<file path="config.mk">
export PLATFORM = sky130hd
export DESIGN_NAME = modular_inverse_euclid_flat
export DESIGN_NICKNAME = d
export VERILOG_FILES = /design/src/rtl/mie_pkg.sv /design/src/rtl/mie_op_if.sv /design/src/rtl/mie_res_if.sv /design/src/rtl/mie_datapath.sv /design/src/rtl/mie_ctrl.sv /design/src/rtl/modular_inverse_euclid.sv /design/src/flat_wrapper.sv
export VERILOG_INCLUDE_DIRS = /design/src /design/src/rtl
export SDC_FILE = /design/constraint.sdc
export NUM_CORES = 2
export LEC_CHECK = 0
export ABC_CLOCK_PERIOD_IN_PS = 15350
export BUFFER_PORTS_ARGS = -buffer_cell sky130_fd_sc_hd__clkbuf_2
export CORE_UTILIZATION = 70
export DETAILED_ROUTE_END_ITERATION = 8
export GPL_TIMING_DRIVEN = 1
export PLACE_DENSITY_LB_ADDON = 0.1
export SKIP_CTS_REPAIR_TIMING = 1
export SLEW_MARGIN = 20
export SYNTH_ARGS = -nofsm -noshare
export SYNTH_HDL_FRONTEND = slang
export SYNTH_SLANG_ARGS = --single-unit
</file>
<file path="constraint.sdc">
create_clock -name clk -period 15.35 [get_ports clk]
set_input_delay 3.07 -clock clk [delete_from_list [all_inputs] [get_ports clk]]
set_output_delay 3.07 -clock clk [all_outputs]
set_load 0.05 [all_outputs]
</file>
<file path="src/rtl/assert_macros.svh">
// ----------------------------------------------------------------------------
// assert_macros.svh
// Assertion macros shared by the RTL. Empty when SYNTHESIS is defined.
// ----------------------------------------------------------------------------
`ifndef ASSERT_MACROS_SVH
`define ASSERT_MACROS_SVH

`ifndef SYNTHESIS
// Clocked property, disabled while reset is asserted.
`define MIE_ASSERT(lbl, clk, rst, prop) \
  lbl: assert property (@(posedge clk) disable iff (rst) prop) \
    else $error("assertion failed");
// Clocked property, checked during reset too.
`define MIE_ASSERT_ALWAYS(lbl, clk, prop) \
  lbl: assert property (@(posedge clk) prop) \
    else $error("assertion failed");
`else
`define MIE_ASSERT(lbl, clk, rst, prop)
`define MIE_ASSERT_ALWAYS(lbl, clk, prop)
`endif

`endif

</file>
<file path="src/rtl/mie_pkg.sv">
`timescale 1ns / 1ps
// ----------------------------------------------------------------------------
// mie_pkg
// Shared widths, status codes, controller/datapath bundles and helpers for
// the modular inverse block.
// ----------------------------------------------------------------------------
package mie_pkg;

  // operand width of the Euclid datapath (4 .. 64)
  localparam int WIDTH   = 32;
  // width of the transaction fields
  localparam int FIELD_W = 32;
  // signed coefficient width; |s| never exceeds the modulus
  localparam int SW      = WIDTH + 2;
  // division step counter
  localparam int CW      = $clog2(WIDTH);

  localparam logic [1:0] STATUS_OK          = 2'd0;
  localparam logic [1:0] STATUS_NOT_COPRIME = 2'd1;
  localparam logic [1:0] STATUS_ZERO_MOD    = 2'd2;

  // controller -> datapath
  typedef struct packed {
    logic load;
    logic div_start;
    logic div_step;
    logic mul;
    logic upd;
    logic abs_s;
    logic mod_red;
    logic emit;
  } mie_cmd_t;

  // datapath -> controller
  typedef struct packed {
    logic cur_zero;
    logic zero_mod;
    logic div_done;
  } mie_sts_t;

  // field bits -> operand bits (upper field bits dropped, zero fill above)
  function automatic logic [WIDTH-1:0] to_op(input logic [FIELD_W-1:0] v);
    logic [WIDTH-1:0] r;
    r = '0;
    for (int i = 0; i < WIDTH; i++) begin
      if (i < FIELD_W) r[i] = v[i];
    end
    return r;
  endfunction

  // operand bits -> field bits
  function automatic logic [FIELD_W-1:0] to_field(input logic [WIDTH-1:0] v);
    logic [FIELD_W-1:0] r;
    r = '0;
    for (int i = 0; i < FIELD_W; i++) begin
      if (i < WIDTH) r[i] = v[i];
    end
    return r;
  endfunction

endpackage

</file>
<file path="src/rtl/mie_op_if.sv">
`timescale 1ns / 1ps
// ----------------------------------------------------------------------------
// mie_op_if
// Operand channel: value and modulus with valid/ready.
// ----------------------------------------------------------------------------
interface mie_op_if;
  logic        valid;
  logic        ready;
  logic [31:0] value_a;
  logic [31:0] modulus;

  modport source (output valid, output value_a, output modulus, input ready);
  modport sink   (input valid, input value_a, input modulus, output ready);
endinterface

</file>
<file path="src/rtl/mie_res_if.sv">
`timescale 1ns / 1ps
// ----------------------------------------------------------------------------
// mie_res_if
// Result channel: inverse, gcd and status with valid/ready.
// ----------------------------------------------------------------------------
interface mie_res_if;
  logic        valid;
  logic        ready;
  logic [31:0] inverse;
  logic [31:0] gcd_value;
  logic [1:0]  status;

  modport source (output valid, output inverse, output gcd_value, output status,
                  input ready);
  modport sink   (input valid, input inverse, input gcd_value, input status,
                  output ready);
endinterface

</file>
<file path="src/rtl/mie_datapath.sv">
`timescale 1ns / 1ps
// ----------------------------------------------------------------------------
// mie_datapath
// Remainder and coefficient registers, restoring divider (one quotient bit
// per cycle), coefficient multiplier, final reduction and result register.
// ----------------------------------------------------------------------------
`include "assert_macros.svh"

module mie_datapath (
  input  logic                        clk,
  input  logic                        rst,
  input  logic [mie_pkg::FIELD_W-1:0] value_a,
  input  logic [mie_pkg::FIELD_W-1:0] modulus,
  input  mie_pkg::mie_cmd_t           cmd,
  output mie_pkg::mie_sts_t           sts,
  output logic [mie_pkg::FIELD_W-1:0] inverse,
  output logic [mie_pkg::FIELD_W-1:0] gcd_value,
  output logic [1:0]                  status
);
  import mie_pkg::*;

  logic [WIDTH-1:0] r_prev, r_cur, n_reg;
  logic [SW-1:0]    s_prev, s_cur, prod, mag;
  logic [WIDTH-1:0] quo, rem, red;
  logic [CW-1:0]    cnt;
  logic             neg, zero_mod;

  logic [WIDTH:0]   trial;
  logic             fits;
  logic [WIDTH-1:0] op_a, op_n, inv_val;

  assign op_a = to_op(value_a);
  assign op_n = to_op(modulus);

  // restoring division step: shift in next dividend bit, try subtract
  assign trial = {rem, quo[WIDTH-1]};
  assign fits  = trial >= {1'b0, r_cur};

  // sign fix-up of the reduced coefficient
  assign inv_val = (neg && red != '0) ? n_reg - red : red;

  assign sts.cur_zero = (r_cur == '0);
  assign sts.zero_mod = zero_mod;
  assign sts.div_done = (cnt == CW'(WIDTH - 1));

  // remainder sequence and coefficients
  always_ff @(posedge clk) begin
    if (cmd.load) begin
      r_prev   <= op_a;
      r_cur    <= op_n;
      n_reg    <= op_n;
      s_prev   <= SW'(1);
      s_cur    <= '0;
      zero_mod <= (op_n == '0);
      red      <= '0;
      neg      <= 1'b0;
    end
    if (cmd.upd) begin
      r_prev <= r_cur;
      r_cur  <= rem;
      s_prev <= s_cur;
      s_cur  <= s_prev - prod;
    end
    if (cmd.abs_s) begin
      neg <= s_prev[SW-1];
      mag <= s_prev[SW-1] ? SW'(0) - s_prev : s_prev;
    end
    if (cmd.mod_red) begin
      red <= (mag >= {2'b00, n_reg}) ? WIDTH'(mag - {2'b00, n_reg}) : mag[WIDTH-1:0];
    end
  end

  // serial divider and quotient times coefficient
  always_ff @(posedge clk) begin
    if (cmd.div_start) begin
      quo <= r_prev;
      rem <= '0;
      cnt <= '0;
    end else if (cmd.div_step) begin
      quo <= {quo[WIDTH-2:0], fits};
      rem <= fits ? WIDTH'(trial - {1'b0, r_cur}) : trial[WIDTH-1:0];
      cnt <= cnt + CW'(1);
    end
    if (cmd.mul) begin
      prod <= SW'({{(SW-WIDTH){1'b0}}, quo} * s_cur);
    end
  end

  // result register
  always_ff @(posedge clk) begin
    if (cmd.emit) begin
      inverse   <= to_field(inv_val);
      gcd_value <= to_field(r_prev);
      if (zero_mod) begin
        status <= STATUS_ZERO_MOD;
      end else if (r_prev == WIDTH'(1)) begin
        status <= STATUS_OK;
      end else begin
        status <= STATUS_NOT_COPRIME;
      end
    end
  end

  // checks
  `MIE_ASSERT(a_rem_below_divisor, clk, rst, cmd.div_step |=> rem < r_cur)
  `MIE_ASSERT(a_red_below_mod, clk, rst, cmd.mod_red |=> red < n_reg)

endmodule

</file>
<file path="src/rtl/mie_ctrl.sv">
`timescale 1ns / 1ps
// ----------------------------------------------------------------------------
// mie_ctrl
// Sequencer for the Euclid loop: load, per-step divide / multiply / update,
// final reduction, and the result register's valid flag.
// ----------------------------------------------------------------------------
`include "assert_macros.svh"

module mie_ctrl (
  input  logic               clk,
  input  logic               rst,
  input  logic               op_valid,
  output logic               op_ready,
  output logic               out_valid,
  input  logic               out_ready,
  input  mie_pkg::mie_sts_t  sts,
  output mie_pkg::mie_cmd_t  cmd
);
  import mie_pkg::*;

  typedef enum logic [7:0] {
    ST_IDLE   = 8'b0000_0001,
    ST_CHECK  = 8'b0000_0010,
    ST_DIV    = 8'b0000_0100,
    ST_MUL    = 8'b0000_1000,
    ST_UPD    = 8'b0001_0000,
    ST_ABS    = 8'b0010_0000,
    ST_MOD    = 8'b0100_0000,
    ST_FINISH = 8'b1000_0000
  } state_t;

  state_t state, state_next;
  logic   acc_in;

  assign op_ready = (state == ST_IDLE);
  assign acc_in   = op_valid && op_ready;

  // next state and datapath commands
  always_comb begin
    state_next = state;
    cmd        = '0;
    case (state)
      ST_IDLE: begin
        if (acc_in) begin
          cmd.load   = 1'b1;
          state_next = ST_CHECK;
        end
      end
      ST_CHECK: begin
        if (sts.zero_mod) begin
          state_next = ST_FINISH;
        end else if (sts.cur_zero) begin
          state_next = ST_ABS;
        end else begin
          cmd.div_start = 1'b1;
          state_next    = ST_DIV;
        end
      end
      ST_DIV: begin
        cmd.div_step = 1'b1;
        if (sts.div_done) state_next = ST_MUL;
      end
      ST_MUL: begin
        cmd.mul    = 1'b1;
        state_next = ST_UPD;
      end
      ST_UPD: begin
        cmd.upd    = 1'b1;
        state_next = ST_CHECK;
      end
      ST_ABS: begin
        cmd.abs_s  = 1'b1;
        state_next = ST_MOD;
      end
      ST_MOD: begin
        cmd.mod_red = 1'b1;
        state_next  = ST_FINISH;
      end
      ST_FINISH: begin
        // wait for the result register to free up
        if (!out_valid || out_ready) begin
          cmd.emit   = 1'b1;
          state_next = ST_IDLE;
        end
      end
      default: begin
        state_next = ST_IDLE;
      end
    endcase
  end

  // state and result valid
  always_ff @(posedge clk) begin
    if (rst) begin
      state     <= ST_IDLE;
      out_valid <= 1'b0;
    end else begin
      state <= state_next;
      if (cmd.emit) begin
        out_valid <= 1'b1;
      end else if (out_ready) begin
        out_valid <= 1'b0;
      end
    end
  end

  // checks
  `MIE_ASSERT(a_emit_slot_free, clk, rst, cmd.emit |-> (!out_valid || out_ready))
  `MIE_ASSERT(a_div_to_mul, clk, rst, (state == ST_DIV && sts.div_done) |=> state == ST_MUL)
  `MIE_ASSERT(a_accept_starts, clk, rst, acc_in |=> state == ST_CHECK)
  `MIE_ASSERT_ALWAYS(a_reset_idle, clk, rst |=> (state == ST_IDLE && !out_valid))

endmodule

</file>
<file path="src/rtl/modular_inverse_euclid.sv">
`timescale 1ns / 1ps
// From accepted operands to result: load, then per Euclid step a check, the bit-serial divide,
// multiply and update, then a final check, sign fix and reduction; a zero modulus skips to emit.
// One transaction at a time: operands are accepted only while the sequencer is idle.
// The next operands are accepted while a finished result still waits in the output register.
// Reset (rst, synchronous) returns the sequencer to idle and clears the result valid.
// ----------------------------------------------------------------------------
// modular_inverse_euclid
// Modular inverse and gcd by the extended Euclidean algorithm, built as a
// sequencer plus a datapath with one serial divider used by every Euclid step.
// ----------------------------------------------------------------------------
module modular_inverse_euclid (
  input logic     clk,
  input logic     rst,
  mie_op_if.sink  op,
  mie_res_if.source res
);
  import mie_pkg::*;

  mie_cmd_t cmd;
  mie_sts_t sts;

  mie_ctrl u_ctrl (
    .clk       (clk),
    .rst       (rst),
    .op_valid  (op.valid),
    .op_ready  (op.ready),
    .out_valid (res.valid),
    .out_ready (res.ready),
    .sts       (sts),
    .cmd       (cmd)
  );

  mie_datapath u_dp (
    .clk       (clk),
    .rst       (rst),
    .value_a   (op.value_a),
    .modulus   (op.modulus),
    .cmd       (cmd),
    .sts       (sts),
    .inverse   (res.inverse),
    .gcd_value (res.gcd_value),
    .status    (res.status)
  );

endmodule

</file>
<file path="src/flat_wrapper.sv">
// flat-port wrapper written by rule: the top's interface ports become plain ports
module modular_inverse_euclid_flat import mie_pkg::*;
  (clk, rst, op_valid, op_value_a, op_modulus, op_ready, res_valid, res_inverse, res_gcd_value, res_status, res_ready);
  mie_op_if op_i ();
  mie_res_if res_i ();
  input logic clk;
  input logic rst;
  input wire logic [$bits(op_i.valid)-1:0] op_valid;
  input wire logic [$bits(op_i.value_a)-1:0] op_value_a;
  input wire logic [$bits(op_i.modulus)-1:0] op_modulus;
  output wire logic [$bits(op_i.ready)-1:0] op_ready;
  output wire logic [$bits(res_i.valid)-1:0] res_valid;
  output wire logic [$bits(res_i.inverse)-1:0] res_inverse;
  output wire logic [$bits(res_i.gcd_value)-1:0] res_gcd_value;
  output wire logic [$bits(res_i.status)-1:0] res_status;
  input wire logic [$bits(res_i.ready)-1:0] res_ready;
  assign op_i.valid = op_valid;
  assign op_i.value_a = op_value_a;
  assign op_i.modulus = op_modulus;
  assign op_ready = op_i.ready;
  assign res_valid = res_i.valid;
  assign res_inverse = res_i.inverse;
  assign res_gcd_value = res_i.gcd_value;
  assign res_status = res_i.status;
  assign res_i.ready = res_ready;
  modular_inverse_euclid u_core (.clk(clk), .rst(rst), .op(op_i), .res(res_i));
endmodule
</file>
After elaboration in Yosys (flattened, before gate mapping)
Cells that the tools add are included.

operators by class
  multiplexer cells = 39
  multiply operators = 1
  reductions and logical operators = 13
  equal/unequal tests = 13
  magnitude comparators = 2
  $add $sub $neg = 6

operators by type and width
  operator                                            number
  two-way mux 32 bit                                  11
  two-way mux 34 bit                                  4
  subtractor 32 bit                                   3
  logical NOT 32 bit                                  2
  one-hot mux 8 bit (8 select lines)                  1
  >= comparator 34 x 32 -> 1 bit                      1
  multiplier 32 x 34 -> 34 bit                        1
  subtractor 1 x 34 -> 34 bit (first input constant)  1
  subtractor 34 bit                                   1
  >= comparator 33 x 32 -> 1 bit                      1
  two-way mux 33 bit                                  1
  == test 32 x 1 -> 1 bit (second input constant)     1
  two-way mux 8 bit                                   4
  nonzero test 32 bit                                 1
  two-way mux 1 bit                                   17
  nonzero test 2 bit                                  5
  == test 8 x 1 -> 1 bit (second input constant)      1
  == test 8 x 2 -> 1 bit (second input constant)      1
  == test 8 x 3 -> 1 bit (second input constant)      1
  == test 8 x 4 -> 1 bit (second input constant)      1
  == test 8 x 5 -> 1 bit (second input constant)      1
  == test 8 x 6 -> 1 bit (second input constant)      1
  == test 8 x 7 -> 1 bit (second input constant)      1
  == test 8 bit (second input constant)               1
  9 further kinds                                     11

word-level totals
  logic and storage cells = 93
  bits in registers = 410
  output and inout bits = 68

Longest topological paths before layout
  depth after elaboration = 6
  mapped depth = 29
  depth with buffers taken out = 27

Modules after synthesis
A second synthesis with hierarchy kept.

unflattened totals
  cell total of the unflattened synthesis = 4003
  area, all modules = 40587.7 µm²

modules (own cells, without submodules)
  module        cells an instance  times used  area an instance (µm²)
  mie_datapath  3948               1           40063.4
  mie_ctrl      55                 1           524.3

Worst setup path after synthesis
No wires, ideal clock.

  kind = register -> register
  from = register u_core.u_dp.quo[5]
  to = register u_core.u_dp.prod[33] (data pin)
  library setup time = 0.260 ns
  clock period less this slack = 7.617 ns
  path slack = 7.733 ns
  data required time = 15.090 ns
  stages on the path, launching flop included = 26
  data arrival time = 7.357 ns
  path through = edfxtp_1 clkbuf_1 clkbuf_1 and2_1 fa_1 fa_1 fa_1 inv_1 fa_1 inv_1 fa_1 inv_1 fa_1 inv_1 fa_1 fa_1 ha_1 a2111oi_1 or4b_1 o21ai_1 and3_1 a21oi_1 and4_1 a2111oi_4 a21oi_1 xnor2_1

between the ends
  longest elaborated chain between the ends = 1

ends and longest elaborated chain
  element                       RTL line            text
  from (decl)                   mie_datapath.sv:24  logic [WIDTH-1:0] quo, rem, red;
  from (signal assigned)        mie_datapath.sv:76  quo <= r_prev;
  from (signal assigned)        mie_datapath.sv:80  quo <= {quo[WIDTH-2:0], fits};
  multiplier 32 x 34 -> 34 bit  mie_datapath.sv:85  prod <= SW'({{(SW-WIDTH){1'b0}}, quo} * s_cur);
  to (signal assigned)          mie_datapath.sv:85
  to (decl)                     mie_datapath.sv:23  logic [SW-1:0] s_prev, s_cur, prod, mag;

Every way passes these cells.
A chain may end at the register's enable or synchronous reset.

Worst setup path after layout
  from = register u_core.u_dp.quo[7]
  to = register u_core.u_dp.prod[33] (data pin)

Same word-level chain as after synthesis.

==> impl_metrics.csv <==
group,metric,value,unit
placement,place_ws,6938,ps
sta,finalSetupViolations,0,
clock_network,cts_buffer_depth,3,
die,rows,87,
layout,finish.net_count,4912,
synthesis,dominantRegCellSynth,"edfxtp_1",
clock_network,h-tree-depth,2,
global_route,grt_pass1_wl,168.9,mm
clock_network,clock_latency,600,ps
outcome,status,"complete, no violations",
synthesis,ys_types,83,
layout,stdcell_area,43000,um^2
detailed_routing,remaining_drc_errors,0,
die,fp.dieH,241.8,um
detailed_routing,drt_pass1_iterations,6,
synthesis,ys_seq_elements,410,
global_route,first_global_vias,30270,
sta,tightest_slew,977.9,ps
clock_network,cts.sinks,410,
layout,syn_to_final_growth,6.797,%
sta,relSlewSlack,34.81,%
synthesis,postSynthAreaPerCell,9.906,um^2
clock_network,clk_pin_slew,70,ps
die,die-area,58480,um^2
sta,fin_crit_sh,55.07,%
global_route,grt_start_max_net_pins,106,
sta,hold_viol,0,
worst_setup_path,r2r_cells,23,
detailed_routing,wl_per_cell,21.67,um
worst_setup_path,critPathLaunch,"u_core.u_dp.quo[7]",
sta,skew,34.69,ps
synthesis,synth_nets,4860,
synthesis,synth_area,40260,um^2
sta,finalSetupTns,0,ps
worst_setup_path,cp.required,15680,ps
synthesis,synth_xor_area_share,4.895,%
flow_run,cap_viol_max_count,0,
detailed_routing,antenna_left,0,
placement,gp_congestion,0.9755,
clock_network,cts_tree,"done",
synthesis,synth_top_family_by_area,"adder cells",
worst_setup_path,startpoint_type,"register",
sta,fmax,118.3,MHz
worst_setup_path,cp.arrival,8780,ps
synthesis,ys_warn_count,0,
worst_setup_path,reg2reg_slack,6900,ps
synthesis,syn_inst,4064,
synthesis,synth-simple-area-share,16.05,%
worst_setup_path,crit_end,"u_core.u_dp.prod[33]",
worst_setup_path,crit_fanout,28,
placement,dp_hpwl,80.87,mm
detailed_routing,drt-total-wl,106.3,mm
die,core,56600,um^2
die,die_w,241.8,um
detailed_routing,viasPerCell,6.115,
die,start_util,71.13,%
synthesis,yosysSeqAreaShare,29.44,%
placement,placed_area,41540,um^2
die,io_pins,136,
sta,final_max_slew_viol_count,0,
synthesis,async_reset_ff_share,0,%
synthesis,synth.area.mux_share,2.166,%
sta,period_minus_slack,8453,ps
hold_path,hold_path.class,"register to register",
global_route,grt.overflow.total,0,
detailed_routing,drtIter0Drc,2990,
sta,rsz0062_at_grt,"false",
worst_setup_path,cp-end-kind,"register",
worst_setup_path,r2r-end,"u_core.u_dp.prod[33]",
global_route,grt_usage,37.38,%
synthesis,synthAdderAreaFrac,31.43,%
worst_setup_path,path_class,"register to register",
clock_network,cts_made_buffers,45,
clock_network,cts-root-buf,"clkbuf_16",
synthesis,synth.top_cell.area_share,27.15,%
synthesis,ys_top_cells_by_area,"edfxtp_1, fa_1, ha_1",
sta,finalWorstSetupSlack,6897,ps
placement,io_buffer_count,135,
synthesis,yosys.area.top_type,"edfxtp_1",
synthesis,synth_edf_count,364,
detailed_routing,via_count,30000,
worst_setup_path,reg2reg_from,"u_core.u_dp.quo[7]",
synthesis,synth-compound-area-share,8.587,%
global_route,antenna_found_initial,2,
layout,drive_gt1_share,7.329,%
[cell type report]
cell class / instances / area [um^2]
antenna: 2 / 5.005
multi-input combinational: 2866 / 25470
fill: 3928 / 13610
inverter: 623 / 2338
clock buffer: 53 / 1219
tap: 756 / 945.9
sequential: 410 / 11850
clock inverter: 26 / 232.7
timing repair buffer: 170 / 938.4
[worst max-delay path: stages (launching register included)]
cell and delay, ps:
edfxtp_1 960, and2_1 250, fa_1 430, fa_1 490, fa_1 510, inv_1 50
fa_1 490, inv_1 60, fa_1 490, inv_1 50, fa_1 530, inv_1 50
fa_1 500, fa_1 420, ha_1 350, a2111oi_1 620, or4b_1 500, o21ai_1 170
and3_1 310, a21oi_1 130, and4_1 250, a2111oi_4 320, a21oi_1 140, xnor2_1 140
[routing by layer]
metal	GRT usage [%]	vias to the layer above	routed length (um)
met1	53.19	14780	42600
met2	57.89	1609	48260
met5	0	-	0
met3	7.747	255	11820
li1	-	13360	-
met4	11.97	0	3647
[layout by cell type, fill, tap and decap left out, types with 68 or more instances in the layout]
master	count
inv_1	622
nand2_1	527
fa_1	472
and2_1	377
edfxtp_1	364
ha_1	256
xnor2_1	166
clkbuf_2	135
nor2_1	134
a21oi_1	126
o21ai_0	125
a21o_1	68
[worst min-delay path by stage]
stage,startpoint,end,slack (ps),cells past startpoint
global route,u_core.u_dp.r_prev[30],u_core.u_dp.gcd_value[30],500,0
global placement,u_core.u_dp.cnt[4],u_core.u_dp.cnt[4],450,2
CTS,u_core.u_dp.cnt[4],u_core.u_dp.cnt[4],480,2
detailed placement,u_core.u_dp.cnt[4],u_core.u_dp.cnt[4],470,2
finish,u_core.u_dp.cnt[4],u_core.u_dp.cnt[4],480,2
floorplan,u_core.u_dp.cnt[4],u_core.u_dp.cnt[4],440,2
[Yosys cell counts, drive strengths merged (7+ instances only)]
library cell,count
and2,377
xnor2,166
or4,10
nand2,528
nand4,16
nand3b,10
buf,12
a31oi,13
and4,7
edfxtp,364
or2,8
xor2,59
mux2i,50
nor2,134
a21o,68
and3,19
o31ai,18
dfxtp,46
nor4,42
o21a,24
o21ai,162
mux2,33
nand2b,35
o211ai,9
a21oi,126
ha,256
fa,472
a211oi,20
nor3,27
a21boi,8
inv,623
or3,10
a211o,9
o21bai,14
nand3,43
clkbuf,153
nor2b,18
[per-stage QoR]
| step | util (%) | cells | hold slack, ps |
|---|---|---|---|
| finish | 75.96 | 4906 | 478.7 |
| global route | 75.95 | 4905 | 502.9 |
| CTS | 75.95 | 4904 | 483.4 |
| detailed placement | 73.39 | 4825 | 474.2 |
| global placement | 73.39 | 4825 | 449.5 |
| floorplan | - | 4064 | 438.3 |
[logic make-up after synthesis]
family / Yosys count
xor gates and xnor gates: 225
and+or+nand+nor: 1299
muxes: 83
AOI/OAI and AO/OA: 531
DFF: 410
buffers and inverters: 788
adders and majority gates: 728
Power is not shown: default switching activity piles up to over one toggle a cycle in this logic, so the estimate is an artifact.
